--- src/rtl/ppm_pfm_stream_decoder_core_defines.svh ---
// ----------------------------------------------------------------------------
// ppm_pfm_stream_decoder_core_defines
// assertion helpers for the stream decoder
// ----------------------------------------------------------------------------
`ifndef PPM_PFM_STREAM_DECODER_CORE_DEFINES_SVH
`define PPM_PFM_STREAM_DECODER_CORE_DEFINES_SVH

// implication checked on every clock outside reset
`define PPMD_ASSERT_IMPLY(lbl, ante, cons) \
   lbl: assert property (@(posedge clock) disable iff (reset) (ante) |-> (cons)) \
      else $error("ppmd check failed");

// condition that must never hold outside reset
`define PPMD_ASSERT_NEVER(lbl, cond) \
   lbl: assert property (@(posedge clock) disable iff (reset) !(cond)) \
      else $error("ppmd check failed");

`endif

--- src/rtl/ppmd_pkg.sv ---
// ----------------------------------------------------------------------------
// ppmd_pkg
// shared types and constants of the ppm / pfm stream decoder
// ----------------------------------------------------------------------------
package ppmd_pkg;

   localparam int SIDE_BITS  = 16;
   localparam int TOKEN_BITS = 32;
   localparam int Q_DEPTH    = 4;
   localparam int Q_AW       = $clog2(Q_DEPTH);

   // parse phases
   localparam logic [3:0] PH_MAGIC0 = 4'd0;
   localparam logic [3:0] PH_MAGIC1 = 4'd1;
   localparam logic [3:0] PH_MAGIC2 = 4'd2;
   localparam logic [3:0] PH_WIDTH  = 4'd3;
   localparam logic [3:0] PH_HEIGHT = 4'd4;
   localparam logic [3:0] PH_THIRD  = 4'd5;
   localparam logic [3:0] PH_BIN    = 4'd6;
   localparam logic [3:0] PH_TEXT   = 4'd7;
   localparam logic [3:0] PH_FLOAT  = 4'd8;
   localparam logic [3:0] PH_DONE   = 4'd9;

   // format kinds
   localparam logic [1:0] FK_P3  = 2'd0;
   localparam logic [1:0] FK_P6  = 2'd1;
   localparam logic [1:0] FK_PFC = 2'd2;
   localparam logic [1:0] FK_PFG = 2'd3;

   // sample kinds
   localparam logic [1:0] SK_BYTE  = 2'd0;
   localparam logic [1:0] SK_WORD  = 2'd1;
   localparam logic [1:0] SK_FLOAT = 2'd2;

   // status codes
   localparam logic [2:0] ST_SAMPLE = 3'd0;
   localparam logic [2:0] ST_EMPTY  = 3'd1;
   localparam logic [2:0] ST_MAGIC  = 3'd2;
   localparam logic [2:0] ST_MAXVAL = 3'd3;
   localparam logic [2:0] ST_DATA   = 3'd4;
   localparam logic [2:0] ST_TOKEN  = 3'd5;
   localparam logic [2:0] ST_UNSUP  = 3'd6;

   // one queued result, optionally followed by an out-of-data result
   typedef struct packed {
      logic                  scale;
      logic                  word;
      logic [TOKEN_BITS-1:0] x;
      logic [15:0]           maxv;
      logic [1:0]            ch;
      logic [1:0]            kind;
      logic [2:0]            status;
      logic                  last;
      logic                  err2;
   } job_type;

   function automatic logic is_ws(input logic [7:0] b);
      return (b == 8'd32) || (b >= 8'd9 && b <= 8'd13);
   endfunction

endpackage

--- src/rtl/ppmd_queue.sv ---
// ----------------------------------------------------------------------------
// ppmd_queue
// small fifo of parsed jobs between the parser and the scaler
// ----------------------------------------------------------------------------
module ppmd_queue (
   input  logic              clock,
   input  logic              reset,
   input  logic              push,
   input  ppmd_pkg::job_type push_data,
   input  logic              pop,
   output ppmd_pkg::job_type pop_data,
   output logic              full,
   output logic              empty
);
   import ppmd_pkg::*;

   job_type           mem_ff [Q_DEPTH];
   logic [Q_AW-1:0]   wptr_ff, wptr_in, rptr_ff, rptr_in;
   logic [Q_AW:0]     cnt_ff, cnt_in;

   assign full     = (cnt_ff == (Q_AW+1)'(Q_DEPTH));
   assign empty    = (cnt_ff == '0);
   assign pop_data = mem_ff[rptr_ff];

   // pointer and count update
   always_comb begin
      wptr_in = push ? wptr_ff + Q_AW'(1) : wptr_ff;
      rptr_in = pop ? rptr_ff + Q_AW'(1) : rptr_ff;
      cnt_in  = cnt_ff + (Q_AW+1)'(push) - (Q_AW+1)'(pop);
   end

   always_ff @(posedge clock) begin
      if (reset) begin
         wptr_ff <= '0;
         rptr_ff <= '0;
         cnt_ff  <= '0;
      end else begin
         wptr_ff <= wptr_in;
         rptr_ff <= rptr_in;
         cnt_ff  <= cnt_in;
      end
   end

   // storage
   always_ff @(posedge clock) begin
      if (push) begin
         mem_ff[wptr_ff] <= push_data;
      end
   end

endmodule

--- src/rtl/ppmd_parser.sv ---
// ----------------------------------------------------------------------------
// ppmd_parser
// byte-wise header and data parser; emits one job per byte at most
// ----------------------------------------------------------------------------
module ppmd_parser (
   input  logic              clock,
   input  logic              reset,
   input  logic              byte_take,
   input  logic [7:0]        file_byte,
   input  logic              final_byte,
   input  logic              host_le,
   output logic              job_valid,
   output ppmd_pkg::job_type job
);
   import ppmd_pkg::*;

   logic [3:0]            phase_ff, phase_in;
   logic [1:0]            fmt_ff, fmt_in;
   logic [SIDE_BITS-1:0]  width_ff, width_in, height_ff, height_in;
   logic [15:0]           maxv_ff, maxv_in;
   logic [TOKEN_BITS-1:0] acc_ff, acc_in;
   logic                  started_ff, started_in;
   logic                  file_le_ff, file_le_in;
   logic [2*SIDE_BITS+1:0] left_ff, left_in;
   logic [1:0]            chan_ff, chan_in;
   logic [23:0]           word_ff, word_in;
   logic [1:0]            biw_ff, biw_in;

   // next state and result of one byte
   always_comb begin
      logic                   ws, digit, fin_tok, rv, emit;
      job_type                r;
      logic [TOKEN_BITS-1:0]  v;
      logic [TOKEN_BITS+3:0]  a;
      logic [2*SIDE_BITS-1:0] area;
      logic [31:0]            fw;
      logic [2:0]             fst;
      logic                   do_fail;

      ws       = is_ws(file_byte);
      digit    = (file_byte >= 8'h30) && (file_byte <= 8'h39);
      fin_tok  = 1'b0;
      rv       = 1'b0;
      emit     = 1'b0;
      r        = '0;
      v        = '0;
      a        = '0;
      area     = '0;
      fw       = '0;
      fst      = ST_SAMPLE;
      do_fail  = 1'b0;

      phase_in   = phase_ff;
      fmt_in     = fmt_ff;
      width_in   = width_ff;
      height_in  = height_ff;
      maxv_in    = maxv_ff;
      acc_in     = acc_ff;
      started_in = started_ff;
      file_le_in = file_le_ff;
      left_in    = left_ff;
      chan_in    = chan_ff;
      word_in    = word_ff;
      biw_in     = biw_ff;

      // byte handling
      case (phase_ff)
         PH_MAGIC0: begin
            if (file_byte == "p" || file_byte == "P") phase_in = PH_MAGIC1;
            else begin do_fail = 1'b1; fst = ST_MAGIC; end
         end
         PH_MAGIC1: begin
            phase_in = PH_MAGIC2;
            if (file_byte == "3") fmt_in = FK_P3;
            else if (file_byte == "6") fmt_in = FK_P6;
            else if (file_byte == "F") fmt_in = FK_PFC;
            else if (file_byte == "f") fmt_in = FK_PFG;
            else begin do_fail = 1'b1; fst = ST_MAGIC; end
         end
         PH_MAGIC2: begin
            if (ws) begin
               phase_in   = PH_WIDTH;
               acc_in     = '0;
               started_in = 1'b0;
            end else begin
               do_fail = 1'b1;
               fst     = ST_MAGIC;
            end
         end
         PH_WIDTH, PH_HEIGHT, PH_THIRD: begin
            if (ws) begin
               fin_tok = started_ff;
            end else if (phase_ff == PH_THIRD && fmt_ff[1]) begin
               // scale token flags: neg, nonzero digit, digit, dot
               if (!started_ff && (file_byte == "-" || file_byte == "+")) begin
                  if (file_byte == "-") acc_in[0] = 1'b1;
                  started_in = 1'b1;
               end else if (digit) begin
                  acc_in[2] = 1'b1;
                  if (file_byte != "0") acc_in[1] = 1'b1;
                  started_in = 1'b1;
               end else if (file_byte == "." && !acc_ff[3]) begin
                  acc_in[3]  = 1'b1;
                  started_in = 1'b1;
               end else begin
                  do_fail = 1'b1;
                  fst     = ST_TOKEN;
               end
            end else if (digit) begin
               a = ({4'b0, acc_ff} << 3) + ({4'b0, acc_ff} << 1)
                   + (TOKEN_BITS+4)'(file_byte - 8'h30);
               acc_in     = (a[TOKEN_BITS+3:TOKEN_BITS] != '0) ? '1 : a[TOKEN_BITS-1:0];
               started_in = 1'b1;
            end else begin
               do_fail = 1'b1;
               fst     = ST_TOKEN;
            end
         end
         PH_BIN: begin
            emit     = 1'b1;
            r.scale  = 1'b1;
            r.word   = 1'b0;
            r.x      = TOKEN_BITS'(file_byte);
            r.kind   = SK_BYTE;
         end
         PH_TEXT: begin
            if (ws) begin
               fin_tok = started_ff;
            end else if (digit) begin
               a = ({4'b0, acc_ff} << 3) + ({4'b0, acc_ff} << 1)
                   + (TOKEN_BITS+4)'(file_byte - 8'h30);
               acc_in     = (a[TOKEN_BITS+3:TOKEN_BITS] != '0) ? '1 : a[TOKEN_BITS-1:0];
               started_in = 1'b1;
            end else begin
               do_fail = 1'b1;
               fst     = ST_TOKEN;
            end
         end
         PH_FLOAT: begin
            if (biw_ff != 2'd3) begin
               word_in[{biw_ff, 3'b000} +: 8] = file_byte;
               biw_in = biw_ff + 2'd1;
            end else begin
               if (file_le_ff == host_le) fw = {file_byte, word_ff};
               else fw = {word_ff[7:0], word_ff[15:8], word_ff[23:16], file_byte};
               word_in = '0;
               biw_in  = '0;
               emit    = 1'b1;
               r.scale = 1'b0;
               r.x     = fw;
               r.kind  = SK_FLOAT;
            end
         end
         default: begin
         end
      endcase

      // a token still open at the final byte is closed by it
      if (final_byte && started_in && !do_fail &&
          (phase_in == PH_WIDTH || phase_in == PH_HEIGHT || phase_in == PH_THIRD ||
           phase_in == PH_TEXT)) begin
         fin_tok = 1'b1;
      end

      // token end: header value or text sample
      if (fin_tok && !do_fail) begin
         v          = acc_in;
         acc_in     = '0;
         started_in = 1'b0;
         if (phase_in == PH_TEXT) begin
            emit    = 1'b1;
            r.scale = 1'b1;
            r.word  = (maxv_ff > 16'd255);
            r.x     = v;
            r.kind  = (maxv_ff > 16'd255) ? SK_WORD : SK_BYTE;
         end else if (phase_in == PH_WIDTH || phase_in == PH_HEIGHT) begin
            if (v[TOKEN_BITS-1:SIDE_BITS] != '0) begin
               do_fail = 1'b1;
               fst     = ST_TOKEN;
            end else if (phase_in == PH_WIDTH) begin
               width_in = v[SIDE_BITS-1:0];
               phase_in = PH_HEIGHT;
            end else begin
               height_in = v[SIDE_BITS-1:0];
               phase_in  = PH_THIRD;
            end
         end else begin
            // third token decides the data phase
            if (fmt_in[1]) begin
               if (!v[2]) begin do_fail = 1'b1; fst = ST_TOKEN; end
               else begin
                  file_le_in = v[0] | ~v[1];
                  phase_in   = PH_FLOAT;
               end
            end else if (v == '0) begin
               do_fail = 1'b1;
               fst     = ST_MAXVAL;
            end else if (fmt_in == FK_P6) begin
               if (v > TOKEN_BITS'(255)) begin do_fail = 1'b1; fst = ST_MAXVAL; end
               else begin maxv_in = v[15:0]; phase_in = PH_BIN; end
            end else begin
               if (v > TOKEN_BITS'(65535)) begin do_fail = 1'b1; fst = ST_UNSUP; end
               else begin maxv_in = v[15:0]; phase_in = PH_TEXT; end
            end
            if (!do_fail) begin
               area    = (2*SIDE_BITS)'(width_in) * (2*SIDE_BITS)'(height_in);
               left_in = (fmt_in == FK_PFG) ? (2*SIDE_BITS+2)'(area)
                         : (2*SIDE_BITS+2)'(area) + {1'b0, area, 1'b0};
               chan_in = '0;
               word_in = '0;
               biw_in  = '0;
               if (left_in == '0) begin
                  do_fail = 1'b1;
                  fst     = ST_EMPTY;
               end
            end
         end
      end

      // sample bookkeeping
      if (emit) begin
         rv       = 1'b1;
         r.ch     = chan_ff;
         r.status = ST_SAMPLE;
         r.maxv   = maxv_in;
         if (left_ff != '0) left_in = left_ff - (2*SIDE_BITS+2)'(1);
         if (fmt_in == FK_PFG || chan_ff == 2'd2) chan_in = 2'd0;
         else chan_in = chan_ff + 2'd1;
         if (left_in == '0) phase_in = PH_DONE;
         r.last = (left_in == '0);
      end

      // error result
      if (do_fail) begin
         rv       = 1'b1;
         r        = '0;
         r.status = fst;
         r.last   = 1'b1;
         phase_in = PH_DONE;
      end

      // end of file: out-of-data check and return to magic
      if (final_byte) begin
         if (phase_in != PH_DONE) begin
            if (rv) r.err2 = 1'b1;
            else begin
               rv       = 1'b1;
               r        = '0;
               r.status = ST_DATA;
               r.last   = 1'b1;
            end
         end
         phase_in   = PH_MAGIC0;
         fmt_in     = '0;
         width_in   = '0;
         height_in  = '0;
         maxv_in    = '0;
         acc_in     = '0;
         started_in = 1'b0;
         file_le_in = 1'b0;
         left_in    = '0;
         chan_in    = '0;
         word_in    = '0;
         biw_in     = '0;
      end

      job_valid = byte_take && rv;
      job       = r;
   end

   always_ff @(posedge clock) begin
      if (reset) begin
         phase_ff   <= PH_MAGIC0;
         fmt_ff     <= '0;
         width_ff   <= '0;
         height_ff  <= '0;
         maxv_ff    <= '0;
         acc_ff     <= '0;
         started_ff <= 1'b0;
         file_le_ff <= 1'b0;
         left_ff    <= '0;
         chan_ff    <= '0;
         word_ff    <= '0;
         biw_ff     <= '0;
      end else if (byte_take) begin
         phase_ff   <= phase_in;
         fmt_ff     <= fmt_in;
         width_ff   <= width_in;
         height_ff  <= height_in;
         maxv_ff    <= maxv_in;
         acc_ff     <= acc_in;
         started_ff <= started_in;
         file_le_ff <= file_le_in;
         left_ff    <= left_in;
         chan_ff    <= chan_in;
         word_ff    <= word_in;
         biw_ff     <= biw_in;
      end
   end

endmodule

--- src/rtl/ppmd_scaler.sv ---
// ----------------------------------------------------------------------------
// ppmd_scaler
// back end: pops jobs, scales samples by a bit-serial divider, drives results
// ----------------------------------------------------------------------------
module ppmd_scaler (
   input  logic              clock,
   input  logic              reset,
   input  logic              q_empty,
   input  ppmd_pkg::job_type q_data,
   output logic              q_pop,
   output logic              rsp_valid,
   input  logic              rsp_ready,
   output logic [31:0]       rsp_sample_value,
   output logic [1:0]        rsp_channel_index,
   output logic [1:0]        rsp_sample_kind,
   output logic [2:0]        rsp_status_code,
   output logic              rsp_last_result
);
   import ppmd_pkg::*;

   localparam logic [1:0] S_IDLE = 2'd0;
   localparam logic [1:0] S_DIV  = 2'd1;
   localparam logic [1:0] S_PEND = 2'd2;

   logic [1:0]  state_ff, state_in;
   logic [4:0]  cnt_ff, cnt_in;
   logic [31:0] dvd_ff, dvd_in;
   logic [16:0] rem_ff, rem_in;
   logic [15:0] dsr_ff, dsr_in;
   job_type     cur_ff, cur_in;
   logic        ov_ff, ov_in;
   logic [31:0] val_ff, val_in;
   logic [1:0]  ch_ff, ch_in, kind_ff, kind_in;
   logic [2:0]  st_ff, st_in;
   logic        last_ff, last_in;

   logic        out_free;
   logic [16:0] rem_t;
   logic [15:0] top;

   assign out_free  = !ov_ff || rsp_ready;
   assign rem_t     = {rem_ff[15:0], dvd_ff[31]};
   assign top       = q_data.word ? 16'hFFFF : 16'h00FF;

   assign rsp_valid         = ov_ff;
   assign rsp_sample_value  = val_ff;
   assign rsp_channel_index = ch_ff;
   assign rsp_sample_kind   = kind_ff;
   assign rsp_status_code   = st_ff;
   assign rsp_last_result   = last_ff;

   // control and divider step
   always_comb begin
      state_in = state_ff;
      cnt_in   = cnt_ff;
      dvd_in   = dvd_ff;
      rem_in   = rem_ff;
      dsr_in   = dsr_ff;
      cur_in   = cur_ff;
      ov_in    = ov_ff && !rsp_ready;
      val_in   = val_ff;
      ch_in    = ch_ff;
      kind_in  = kind_ff;
      st_in    = st_ff;
      last_in  = last_ff;
      q_pop    = 1'b0;
      case (state_ff)
         S_IDLE: begin
            if (!q_empty && out_free) begin
               q_pop  = 1'b1;
               cur_in = q_data;
               if (q_data.scale && q_data.x < TOKEN_BITS'(q_data.maxv)) begin
                  // below maxval: quotient fits, divide x*top by maxval
                  dvd_in   = 32'(q_data.x[15:0]) * 32'(top);
                  rem_in   = '0;
                  dsr_in   = q_data.maxv;
                  cnt_in   = '0;
                  state_in = S_DIV;
               end else begin
                  ov_in    = 1'b1;
                  val_in   = q_data.scale ? 32'(top) : q_data.x;
                  ch_in    = q_data.ch;
                  kind_in  = q_data.kind;
                  st_in    = q_data.status;
                  last_in  = q_data.last;
                  state_in = q_data.err2 ? S_PEND : S_IDLE;
               end
            end
         end
         S_DIV: begin
            if (cnt_ff != 5'd31 || out_free) begin
               if (rem_t >= {1'b0, dsr_ff}) begin
                  rem_in = rem_t - {1'b0, dsr_ff};
                  dvd_in = {dvd_ff[30:0], 1'b1};
               end else begin
                  rem_in = rem_t;
                  dvd_in = {dvd_ff[30:0], 1'b0};
               end
               cnt_in = cnt_ff + 5'd1;
               if (cnt_ff == 5'd31) begin
                  ov_in    = 1'b1;
                  val_in   = {16'b0, dvd_in[15:0]};
                  ch_in    = cur_ff.ch;
                  kind_in  = cur_ff.kind;
                  st_in    = cur_ff.status;
                  last_in  = cur_ff.last;
                  state_in = cur_ff.err2 ? S_PEND : S_IDLE;
               end
            end
         end
         S_PEND: begin
            if (out_free) begin
               ov_in    = 1'b1;
               val_in   = '0;
               ch_in    = '0;
               kind_in  = '0;
               st_in    = ST_DATA;
               last_in  = 1'b1;
               state_in = S_IDLE;
            end
         end
         default: begin
            state_in = S_IDLE;
         end
      endcase
   end

   always_ff @(posedge clock) begin
      if (reset) begin
         state_ff <= S_IDLE;
         ov_ff    <= 1'b0;
      end else begin
         state_ff <= state_in;
         ov_ff    <= ov_in;
      end
   end

   // datapath registers
   always_ff @(posedge clock) begin
      cnt_ff  <= cnt_in;
      dvd_ff  <= dvd_in;
      rem_ff  <= rem_in;
      dsr_ff  <= dsr_in;
      cur_ff  <= cur_in;
      val_ff  <= val_in;
      ch_ff   <= ch_in;
      kind_ff <= kind_in;
      st_ff   <= st_in;
      last_ff <= last_in;
   end

endmodule

--- src/rtl/ppm_pfm_stream_decoder_core.sv ---
// ----------------------------------------------------------------------------
// ppm_pfm_stream_decoder_core
// ppm (p3/p6) and pfm (pf/pf gray) byte stream decoder
// ----------------------------------------------------------------------------
// usage:
//   req_* carries one file byte per transfer, req_final_byte on the last one.
//   rsp_* carries one result per transfer: a channel sample or a status.
//   csr_* writes host_little_endian (bit 0 of csr_data); write while idle.
// throughput: the parser takes one byte per cycle while its 4-entry job
//   queue has room. Raw float words and results at or above maxval leave
//   the back end one per cycle while rsp_ready is high; a sample below
//   maxval holds the back end in the bit-serial divider until its quotient
//   is done, so text and p6 data are bound by it. Each job is written into
//   the queue, then popped and registered into the result register.
// reset: synchronous; the parser waits for a magic code, the queue and the
//   output register are empty, host_little_endian is 1.
// stall: when rsp_ready is low the result register holds, the back end
//   stops popping, the queue fills and req_ready drops.
// ----------------------------------------------------------------------------
`include "ppm_pfm_stream_decoder_core_defines.svh"

module ppm_pfm_stream_decoder_core (
   input  logic        clock,
   input  logic        reset,
   input  logic        req_valid,
   output logic        req_ready,
   input  logic [7:0]  req_file_byte,
   input  logic        req_final_byte,
   output logic        rsp_valid,
   input  logic        rsp_ready,
   output logic [31:0] rsp_sample_value,
   output logic [1:0]  rsp_channel_index,
   output logic [1:0]  rsp_sample_kind,
   output logic [2:0]  rsp_status_code,
   output logic        rsp_last_result,
   input  logic        csr_valid,
   output logic        csr_ready,
   input  logic        csr_data
);
   import ppmd_pkg::*;

   logic    host_le_ff, host_le_in;
   logic    byte_take, job_valid, q_full, q_empty, q_pop;
   job_type job, q_data;

   assign req_ready = !q_full;
   assign byte_take = req_valid && req_ready;
   assign csr_ready = 1'b1;

   // host byte order register
   assign host_le_in = (csr_valid && csr_ready) ? csr_data : host_le_ff;
   always_ff @(posedge clock) begin
      if (reset) host_le_ff <= 1'b1;
      else host_le_ff <= host_le_in;
   end

   ppmd_parser u_parser (
      .clock      (clock),
      .reset      (reset),
      .byte_take  (byte_take),
      .file_byte  (req_file_byte),
      .final_byte (req_final_byte),
      .host_le    (host_le_ff),
      .job_valid  (job_valid),
      .job        (job)
   );

   ppmd_queue u_queue (
      .clock     (clock),
      .reset     (reset),
      .push      (job_valid),
      .push_data (job),
      .pop       (q_pop),
      .pop_data  (q_data),
      .full      (q_full),
      .empty     (q_empty)
   );

   ppmd_scaler u_scaler (
      .clock             (clock),
      .reset             (reset),
      .q_empty           (q_empty),
      .q_data            (q_data),
      .q_pop             (q_pop),
      .rsp_valid         (rsp_valid),
      .rsp_ready         (rsp_ready),
      .rsp_sample_value  (rsp_sample_value),
      .rsp_channel_index (rsp_channel_index),
      .rsp_sample_kind   (rsp_sample_kind),
      .rsp_status_code   (rsp_status_code),
      .rsp_last_result   (rsp_last_result)
   );

   // checks
   `PPMD_ASSERT_NEVER(a_no_push_full, job_valid && q_full)
   `PPMD_ASSERT_NEVER(a_no_pop_empty, q_pop && q_empty)
   `PPMD_ASSERT_IMPLY(a_status_clean, rsp_valid && (rsp_status_code != ST_SAMPLE), rsp_last_result && (rsp_sample_value == '0) && (rsp_channel_index == '0))

endmodule
--- config.mk ---
export PLATFORM = sky130hd
export DESIGN_NAME = ppm_pfm_stream_decoder_core
export DESIGN_NICKNAME = d
export VERILOG_FILES = /design/src/rtl/ppmd_pkg.sv /design/src/rtl/ppmd_queue.sv /design/src/rtl/ppmd_parser.sv /design/src/rtl/ppmd_scaler.sv /design/src/rtl/ppm_pfm_stream_decoder_core.sv
export VERILOG_INCLUDE_DIRS = /design/src /design/src/rtl
export SDC_FILE = /design/constraint.sdc
export NUM_CORES = 2
export LEC_CHECK = 0
export BUFFER_PORTS_ARGS = -buffer_cell sky130_fd_sc_hd__buf_4
export CAP_MARGIN = 20
export CORE_AREA = 4 4 293 295
export CTS_BUF_LIST = sky130_fd_sc_hd__clkbuf_8 sky130_fd_sc_hd__clkbuf_16
export CTS_CLUSTER_DIAMETER = 30
export CTS_CLUSTER_SIZE = 28
export DETAILED_ROUTE_END_ITERATION = 10
export DIE_AREA = 0 0 297 299
export PLACE_DENSITY = 0.79
export SYNTH_ARGS = -nofsm -noshare
export SYNTH_HDL_FRONTEND = slang
export SYNTH_SLANG_ARGS = --single-unit
--- constraint.sdc ---
create_clock -name clock -period 14.8 [get_ports clock]
set_input_delay 0.74 -clock clock [delete_from_list [all_inputs] [get_ports clock]]
set_output_delay 0.74 -clock clock [all_outputs]
set_load 0.02 [all_outputs]
==> flow_metrics.env <==
export IMPL_firstDrtPassIters=7
export IMPL_cpMostUsedCell="fa_1"
export IMPL_clk_pin_slew_ns=0.05
export IMPL_maxSlewViolCount=0
export IMPL_dpl_hpwl_um=89400
export IMPL_hp_start="csr_data"
export IMPL_rows=106
export IMPL_synth_nets=5336
export IMPL_antenna_found_initial=2
export IMPL_seq_area_frac_synth_pct=30.4
export IMPL_clockRootBuffer="clkbuf_16"
export IMPL_worstPathRequired_ns=15.11
export IMPL_syn_area_sq_mm=0.0454
export IMPL_synth_top_cell_area_share_pct=23.2
export IMPL_insertion_delay_ns=0.73
export IMPL_core_area_sq_mm=0.0832
export IMPL_synth_edf_count=350
export IMPL_fmax_ghz=0.0909
export IMPL_cts_tree="done"
export IMPL_synth_avg_cell_area_sq_um=9.87
export IMPL_grt_pass1_wl_um=203000
export IMPL_cts_sinks=513
export IMPL_cp_depth=38
export IMPL_finalCritPeriodShare_pct=74.3
export IMPL_tns_ns=0
export IMPL_synthArstFlopShare_pct=0
export IMPL_avgViaCountPerCell=6.21
export IMPL_worstPathArrival_ns=11.30
export IMPL_max_stage_delay_ns=0.66
export IMPL_grt_ovfl_total=0
export IMPL_crit_path_start_kind="register"
export IMPL_io_pins=58
export IMPL_finalSetupViolCount=0
export IMPL_start_util_pct=54.6
export IMPL_post_drt_wl_per_cell_um=22.1
export IMPL_cts_resized=0
export IMPL_rr_startpoint="u_parser.height_ff[2]"
export IMPL_yosysMostFrequentCell="inv_1"
export IMPL_clock_path_buffers=3
export IMPL_reg2reg_slack_ns=3.80
export IMPL_yosysTopAreaCell="edfxtp_1"
export IMPL_min_path_type="input pin to register"
export IMPL_cts_setup_buffers=0
export IMPL_drive_above_1_share_pct=9.50
export IMPL_routed_wl_um=128000
export IMPL_port_buffers=56
export IMPL_grt_pass1_vias=36300
export IMPL_status="finished clean"
export IMPL_nets=5338
export IMPL_die_area_sq_mm=0.0888
export IMPL_num_vias=35900
export IMPL_drt_initial_drc_count=3997
export IMPL_gr_usage_all_layers_pct=28.6
export IMPL_path_class="register to register"
export IMPL_rsz0062_at_grt="no"
export IMPL_die_x_um=297
export IMPL_crit_buf_inv=6
export IMPL_crit_end="u_queue.mem_ff[0][35]"
export IMPL_antenna_left=0
export IMPL_syn_inst=4596
export IMPL_fin_crit_ns=11.00
export IMPL_end_kind="register"
export IMPL_ys_types=107
export IMPL_path_max_fanout=58
export IMPL_timing_rr_end="u_queue.mem_ff[0][35]"
export IMPL_path_delay_family="compound AO/OA/AOI/OAI gates"
export IMPL_skew_ns=0.106
export IMPL_die_h_um=299
export IMPL_slowest_stage="buf_4"
export IMPL_reg2regPathDepth=38
export IMPL_finalCoreUtilization_pct=61.0
export IMPL_finalHoldViolCount=0
export IMPL_area_delta_synth_final_pct=11.8
export IMPL_synth_warnings=0
export IMPL_synthTopCellsByArea="edfxtp_1 (23%), fa_1 (17%), ha_1 (9.1%)"
export IMPL_cap_viol_max_count=0
export IMPL_grt_max_degree=87
export IMPL_ctsHtreeMaxLevel=3
export IMPL_synth_flop_cell="edfxtp_1"
export IMPL_drc_errors=0
export IMPL_synth_common_cells="inv_1 (565), fa_1 (395), nor2_1 (373), edfxtp_1 (350), ha_1 (330)"
export IMPL_startpoint="u_parser.height_ff[2]"
export IMPL_ctsHoldBuffers=0
export IMPL_numCtsBuffers=108
export IMPL_max_slew_margin_rel_pct=24.6
export IMPL_ys_ff_latch=513
export IMPL_place_gp_congestion=0.964
export IMPL_tightest_slew_ns=1.13
worst min-delay path by stage:
stage	end	cells after the start
CTS	host_le_ff	2
global route	host_le_ff	2
finish	host_le_ff	2
global placement	u_parser.maxv_ff[4]	2
detailed placement	u_parser.maxv_ff[6]	2
floorplan	u_parser.left_ff[26]	2
cell families after synthesis:
kind of cell               after synthesis  synth area share (%)
xor gates and xnor gates               141                  2.72
DFF                                    513                  30.4
muxes                                  165                  5.28
adders and majority gates              725                  26.5
other                                    1               0.00827
and+or+nand+nor                       1325                  14.8
AOI/OAI and AO/OA                      950                  13.8
buffers and inverters                  776                  6.51
cell type report:
cell class                 count  area, sq um
sequential                   513        13800
clock inverter                96         1260
fill                        6420        32400
tap                         1080         1350
clock buffer                 110         2730
inverter                     566         2120
antenna                        2         5.00
multi-input combinational   3307        28700
timing repair buffer         102          791
sequential cells by signal, summed over array words and instances (netlist names), 3 cells and up, named ones only:
name	count
u_queue.mem_ff	232
u_parser.word_ff	24
u_scaler.dvd_ff	32
u_parser.maxv_ff	16
u_scaler.rem_ff	16
u_queue.cnt_ff	3
u_scaler.rsp_sample_value	32
u_parser.height_ff	16
u_parser.acc_ff	32
u_parser.phase_ff	4
u_parser.left_ff	34
u_parser.width_ff	16
u_scaler.cur_ff	9
u_scaler.cnt_ff	5
u_scaler.rsp_status_code	3
u_scaler.dsr_ff	16
placed cells by master, fill, tap and decap left out, drive strengths merged, types with 83 or more instances in the layout:
cell and instances:
nor2 373, o21ai 209, clkbuf 110, nand2 262
edfxtp 350, mux2i 96, fa 395, xnor2 83
dfxtp 163, buf 101, nor3 94, and2 302
a21oi 268, ha 330, inv 597
stage by stage:
| stage | setup WS, ns | hold WS [ns] | instance area (sq um) | cells |
|---|---|---|---|---|
| finish | 3.80 | 0.310 | 50700 | 5776 |
| global route | 3.21 | 0.298 | 50700 | 5774 |
| CTS | 3.60 | 0.275 | 50700 | 5772 |
| detailed placement | 3.65 | 0.475 | 46700 | 5566 |
| global placement | 3.90 | 0.466 | 46700 | 5565 |
| floorplan | 4.39 | 0.453 | 45400 | 4596 |
routing by layer:
layer | routed length, um | vias to the layer above | part of all wire (%) | global-route usage [%]
met3 | 11400 | 449 | 8.9 | 5.41
li1 | - | 16000 | - | -
met1 | 49900 | 17600 | 39 | 37.1
met5 | 0 | - | 0 | 0
met2 | 59300 | 1909 | 46 | 46.2
met4 | 7240 | 0 | 5.7 | 14.4
Power is not shown: default switching activity piles up to over one toggle a cycle in this logic, so the estimate is an artifact.
